==> src/rtl/core/dotted_oid_text_parser_macros.svh <==
// Assertion macros for the dotted OID text parser.
`ifndef DOTTED_OID_TEXT_PARSER_MACROS_SVH
`define DOTTED_OID_TEXT_PARSER_MACROS_SVH

// Same-cycle implication, sampled on clk, off while in reset.
`define DOTP_ASSERT_NOW(label, ante, cons, msg) \
    label: assert property (@(posedge clk) disable iff (!rst_n) (ante) |-> (cons)) \
        else $error(msg);

// Next-cycle implication, sampled on clk, off while in reset.
`define DOTP_ASSERT_NEXT(label, ante, cons, msg) \
    label: assert property (@(posedge clk) disable iff (!rst_n) (ante) |=> (cons)) \
        else $error(msg);

`endif

==> src/rtl/core/dotp_pkg.sv <==
// Types, constants and widths shared by the dotted OID text parser.
package dotp_pkg;

    localparam int MAX_COMPONENTS = 64;
    localparam int ARC_W          = $clog2(MAX_COMPONENTS);
    localparam int VALUE_W        = 32;
    localparam int IDX_W          = 6;
    localparam int CHAR_W         = 8;
    localparam int DIGIT_W        = 4;

    localparam int QUEUE_DEPTH = 2;
    localparam int QPTR_W      = $clog2(QUEUE_DEPTH);
    localparam int QCNT_W      = $clog2(QUEUE_DEPTH + 1);

    localparam logic [CHAR_W-1:0] CH_DOT  = 8'h2E;
    localparam logic [CHAR_W-1:0] CH_ZERO = 8'h30;
    localparam logic [CHAR_W-1:0] CH_NINE = 8'h39;

    typedef enum logic [1:0] {
        CLS_DIGIT,
        CLS_DOT,
        CLS_OTHER,
        CLS_END
    } char_class_t;

    // One classified character as it travels from front to back.
    typedef struct packed {
        char_class_t        cls;
        logic [DIGIT_W-1:0] digit;
    } item_t;

endpackage

==> src/rtl/core/dotp_queue.sv <==
// Short FIFO of classified items between front and back.
module dotp_queue
    import dotp_pkg::*;
(
    input  logic  clk,
    input  logic  rst_n,
    input  logic  push_valid,
    input  item_t push_item,
    output logic  push_ready,
    output logic  pop_valid,
    output item_t pop_item,
    input  logic  pop_ready
);

    item_t               entry_reg [QUEUE_DEPTH];
    logic [QPTR_W-1:0]   wr_ptr_reg, wr_ptr_next;
    logic [QPTR_W-1:0]   rd_ptr_reg, rd_ptr_next;
    logic [QCNT_W-1:0]   count_reg, count_next;
    logic                push, pop;

    assign push_ready = (count_reg != QCNT_W'(QUEUE_DEPTH));
    assign pop_valid  = (count_reg != '0);
    assign pop_item   = entry_reg[rd_ptr_reg];
    assign push       = push_valid && push_ready;
    assign pop        = pop_valid && pop_ready;

    always_comb
    begin
        wr_ptr_next = wr_ptr_reg;
        rd_ptr_next = rd_ptr_reg;
        count_next  = count_reg;
        if (push)
        begin
            wr_ptr_next = (wr_ptr_reg == QPTR_W'(QUEUE_DEPTH - 1)) ? '0 : wr_ptr_reg + 1'b1;
        end
        if (pop)
        begin
            rd_ptr_next = (rd_ptr_reg == QPTR_W'(QUEUE_DEPTH - 1)) ? '0 : rd_ptr_reg + 1'b1;
        end
        if (push && !pop)
        begin
            count_next = count_reg + 1'b1;
        end
        else if (pop && !push)
        begin
            count_next = count_reg - 1'b1;
        end
    end

    always_ff @(posedge clk or negedge rst_n)
    begin
        if (!rst_n)
        begin
            wr_ptr_reg <= '0;
            rd_ptr_reg <= '0;
            count_reg  <= '0;
        end
        else
        begin
            wr_ptr_reg <= wr_ptr_next;
            rd_ptr_reg <= rd_ptr_next;
            count_reg  <= count_next;
        end
    end

    always_ff @(posedge clk)
    begin
        if (push)
        begin
            entry_reg[wr_ptr_reg] <= push_item;
        end
    end

endmodule

==> config.mk <==
export PLATFORM = sky130hd
export DESIGN_NAME = dotp_queue
export DESIGN_NICKNAME = d
export VERILOG_FILES = /design/src/rtl/core/dotted_oid_text_parser_macros.svh /design/src/rtl/core/dotp_pkg.sv /design/src/rtl/core/dotp_queue.sv
export SDC_FILE = /design/constraint.sdc
export NUM_CORES = 1
export LEC_CHECK = 0
export BUFFER_PORTS_ARGS = -buffer_cell sky130_fd_sc_hd__buf_2
export CAP_MARGIN = 5
export CORE_AREA = 2 2 39 41
export DETAILED_ROUTE_END_ITERATION = 16
export DIE_AREA = 0 0 41 43
export GPL_ROUTABILITY_DRIVEN = 0
export PLACE_DENSITY_LB_ADDON = 0.05
export SYNTH_ARGS = -nofsm -noshare
export SYNTH_HDL_FRONTEND = slang
export SYNTH_SLANG_ARGS = --single-unit
==> constraint.sdc <==
create_clock -name clk -period 3.6 [get_ports clk]
set_input_delay 0.72 -clock clk [delete_from_list [all_inputs] [get_ports clk]]
set_output_delay 0.72 -clock clk [all_outputs]
set_load 0.01 [all_outputs]
---- Word-level counts from Yosys, hierarchy flattened ----
Memory sizes are Yosys's and may differ from the RTL's.
Cells that the tools add are included.
cells by class
  add/sub/neg operators ................... 4
  multiply operators ...................... 0
  div/mod/pow operators ................... 0
  $lt $le $gt $ge ......................... 0
  eq/ne operators ......................... 1
  shift-type cells ........................ 0
  multiplexer cells ....................... 6
  bitwise gates (word level) .............. 0
  reductions and logical operators ........ 8
operators by type and width
  kind                                              number
  logical AND 1 bit                                 4
  two-way mux 1 bit                                 4
  two-way mux 2 bit                                 2
  nonzero test 2 bit                                2
  adder 1 bit, second input constant                2
  adder 2 x 1 -> 2 bit, second input constant       1
  logical NOT 1 bit                                 2
  inequality test 2 bit, second input constant      1
  subtractor 2 x 1 -> 2 bit, second input constant  1
word-level totals
  register bits ........................... 4
  latch bits .............................. 0
  memory bits (writable) .................. 12
  ROM bits ................................ 0
  output and inout port bits .............. 8
  logic and storage cells ................. 23
  memories kept ........................... 1
memory list
  memory     words  width  read ports  clocked after memory_dff  write ports  RTL line          text
  entry_reg  2      6      1           0                         1            dotp_queue.sv:15  item_t entry_reg [QUEUE_DEPTH];

---- Longest topological paths before layout ----
  word-level depth ........................ 6
  depth in mapped cells ................... 7
  depth with buffers taken out ............ 7

---- Least setup slack after synthesis ----
OpenSTA, ideal clock, no wires.
  kind .................................... reg-to-output
  start ................................... register rd_ptr_reg
  end ..................................... output pop_item[0] (netlist bit)
  arrival time ............................ 0.830 ns
  required time ........................... 2.880 ns
  path slack .............................. 2.050 ns
  stages on the path, launching flop included .. 3
  buffers on the path ..................... 1
  path through ............................ dfrtp_1 -> buf_2 -> mux2_2
RTL lines
  item                      RTL line          text
  start: declaration        dotp_queue.sv:17  logic [QPTR_W-1:0] rd_ptr_reg, rd_ptr_next;
  start signal: assignment  dotp_queue.sv:61  rd_ptr_reg <= rd_ptr_next;
  end: declaration          dotp_queue.sv:11  output item_t pop_item,

==> results.md <==
- Number of buffers inserted by post-CTS setup repair: 0
- Highest achievable clock rate: 489 MHz
- Period Utilization, post-route: 56.9%
- Post-CTS Hold Fix Bufs: 0
- Number of CTS-inserted buffers: 3
- Number of antenna repair diodes: 0
- Startpoint of the lowest-slack register-to-register path: count_reg[0]$_DFFE_PN0P_
- Multi-input logic area: 175 um^2
- Routed Wire Length: 955 um
- Die area: 1760 um^2
- Critical Path Fanout Max: 7
- Starting Density: between 40 and 50%
- Arrival @ worst endpoint: 1.33 ns
- Post-synthesis instance area: 644 um^2
- Post-CTS Resized: 0
- Total nets after synthesis: 48
- Post-synthesis sequential area ratio: 71.5%
- Chip Height: ~43 um
- Clock share of power: 14.9%
- Slew at the pin closest to its max-slew limit: 0.523 ns
- Final min period: about 2.0 ns
- Max FFs per register: 12
- Storage element area: 460 um^2
- Setup repair after global routing missed its margin: no
- Yosys Warn Count: 0
- Power share of the sequential group: 49.8%
- Total Routing Usage GR: between 10% and 20%
- Post-Synthesis Cells: 37
- Main area contributors after synthesis: sky130_fd_sc_hd__edfxtp_1 56%, sky130_fd_sc_hd__dfrtp_1 16%, sky130_fd_sc_hd__mux2_2 10%
- Post-layout instance count excluding filler cells: 73
- Worst path required time: 2.88 ns
- Area overhead of the layout relative to synthesis: 19.6%
- Logic gate share of total power: 35.3%
- Setup violations, final: 0
- Slack of the worst reg-to-reg path: 2.14 ns
- Number of clock sinks seen by CTS: 16
- Skew final: ~0.0060 ns
- Overflow after GRT: 0
- Pint: 0.000418 W
- Die span in x: between 40 and 50 um
- Number of global-route vias before repair: 367
- Number of fillers in the final layout: ~130
- Latest clock arrival within the worst-skew pair: between 0.2 and 0.3 ns
- Crit. End Element: output pin
- Cell taking the most area after synthesis: sky130_fd_sc_hd__edfxtp_1
- Area share of the largest cell type after synthesis: 55.9%
- Count of TritonRoute iterations in the first routing pass: 2
- Yosys cell types: 14
- Maximum cell stage delay along the critical path: 0.54 ns
- ANT nets after route: 0
- Relative slew slack: 65.0%
- Startpoint type of the worst setup path: flip-flop
- Result of the run: complete, no violations
- Root buf cell: sky130_fd_sc_hd__clkbuf_4
- Worst flop-to-flop path endpoint: entry_reg[0][5]$_DFFE_PP_
- Largest net degree at the start of global routing: 10
- Proportion of layout cells with a drive suffix above 1: 50.9%
- Setup TNS Final: 0 ns
- Worst-path cell chain: mux2_2 > buf_2
- Top-level I/O count: 18
- Number of buffers on the longest clock path: 2
- HP Class: in -> async
- Sw Ratio: 31.8%
- Number of vias in the routed layout: 350
- Max-slew violation count: 0
- Worst-path clk slew: 0.09 ns
- Number of placed instances with taps included: 69
- Average via count per standard cell: between 4 and 5
- Number of remaining DRC errors: 0
- Post-synthesis area per instance: 17.4 um^2
- Worst R2R Path Depth: 3
- Power per cell area: between 700 and 800 nW/um^2
- Flip-flop and latch count after synthesis: 16
- Count of buffers from port buffering: 17
- Clock H-tree levels: 1
- Cell leakage power: 0.323 nW
- HPWL after detailed placement: 745 um
- Area of the core region: 1380 um^2
- Clock tree from TritonCTS: done
- Antenna violations before repair: 0
- WL/cell: approximately 13 um
- CP max stage cell: sky130_fd_sc_hd__dfrtp_1
- Placement row count: 14
- Max rail drop VDD: 0.369 mV
- Critical path start-end classification: reg -> out
- Total of max-cap violations: 0
- Nets: 69
- Hold violation count in the final report: 0
- Net switching power: 0.000195 W
- DRC violation total after the first TritonRoute iteration: 9
- Wire length of the first global-routing pass: 1540 um
[synthesized netlist by cell type (all sizes together)]
master / instances
and3: 1
xnor2: 3
nand2: 2
xor2: 2
mux2: 6
nor2: 2
ha: 1
inv: 1
edfxtp: 12
or2: 1
nand2b: 1
dfrtp: 4
buf: 1
[metrics by stage]
step | power [W] | instance area [um^2] | setup WS [ns] | hold WS [ns] | utilization (%)
final | 0.000613 | 771 | 1.55 | 0.232 | 55.7
after global routing | 0.000659 | 771 | 1.45 | 0.217 | 55.7
after CTS | 0.000620 | 771 | 1.54 | 0.233 | 55.7
after detailed placement | 0.000529 | 744 | 1.85 | 0.501 | 53.8
after global placement | 0.000516 | 744 | 1.89 | 0.475 | 53.8
after floorplan | 0.000461 | 644 | 2.05 | 0.424 | -
[metal layers]
| metal | up-vias | wire, um | global-route usage (%) |
|---|---|---|---|
| met3 | 0 | 55 | 4.71 |
| li1 | 173 | - | - |
| met4 | 0 | 0 | 4.00 |
| met5 | - | 0 | 0 |
| met1 | 167 | 374 | 15.3 |
| met2 | 10 | 525 | 22.2 |
[power by group through the flow]
stage	logic (W)	registers [W]	clock network, W
after floorplan	0.000175	0.000286	0
after global placement	0.000213	0.000303	0
after detailed placement	0.000219	0.000310	0
after CTS	0.000221	0.000306	0.0000927
after global routing	0.000239	0.000314	0.000106
final	0.000216	0.000305	0.0000912
[critical path: cells and delay by family, from the launching register on]
family | cells | cell delay, ns
flip-flops | 1 | 0.54
buffers and inverters | 1 | 0.14
multiplexers | 1 | 0.38
[cells in the final DEF, fill, tap and decap left out]
cell,n
sky130_fd_sc_hd__clkinv_1,1
sky130_fd_sc_hd__inv_1,1
sky130_fd_sc_hd__nor2_1,2
sky130_fd_sc_hd__nand2_1,1
sky130_fd_sc_hd__edfxtp_1,12
sky130_fd_sc_hd__clkbuf_4,3
sky130_fd_sc_hd__nand2b_4,1
sky130_fd_sc_hd__dfrtp_1,4
sky130_fd_sc_hd__mux2_2,6
sky130_fd_sc_hd__or2_4,1
sky130_fd_sc_hd__xnor2_1,3
sky130_fd_sc_hd__buf_2,17
sky130_fd_sc_hd__nand2_4,1
sky130_fd_sc_hd__xor2_1,2
sky130_fd_sc_hd__ha_1,1
sky130_fd_sc_hd__and3_1,1
[cells by family (layout without fill, tap and decap cells)]
| logic type | after synthesis | after routing | share of synthesized area (%) |
|---|---|---|---|
| multiplexers | 6 | 6 | 10.5 |
| adder cells (fa/ha/maj) | 1 | 1 | 1.94 |
| flip-flops | 16 | 16 | 71.5 |
| AND/OR/NAND/NOR | 7 | 7 | 7.96 |
| buffers and inverters | 2 | 22 | 1.36 |
| XOR/XNOR | 5 | 5 | 6.80 |
[worst max path at each step]
stage                                 startpoint     endpoint  cells after the start
final                     rd_ptr_reg$_DFFE_PN0P_  pop_item[4]                      2
after global routing      rd_ptr_reg$_DFFE_PN0P_  pop_item[1]                      2
after CTS                 rd_ptr_reg$_DFFE_PN0P_  pop_item[5]                      2
after detailed placement  rd_ptr_reg$_DFFE_PN0P_  pop_item[5]                      2
after global placement    rd_ptr_reg$_DFFE_PN0P_  pop_item[3]                      2
after floorplan           rd_ptr_reg$_DFFE_PN0P_  pop_item[0]                      2
[area by class of cell]
| cell class | instances | area share [%] |
|---|---|---|
| sequential | 16 | 59.7 |
| multi-input combinational | 19 | 22.7 |
| timing repair buffer | 17 | 11.0 |
| clock buffer | 3 | 2.92 |
| tap | 16 | 2.60 |
| clock inverter | 1 | 0.487 |
| inverter | 1 | 0.487 |
(Power assumes the default switching activity.)
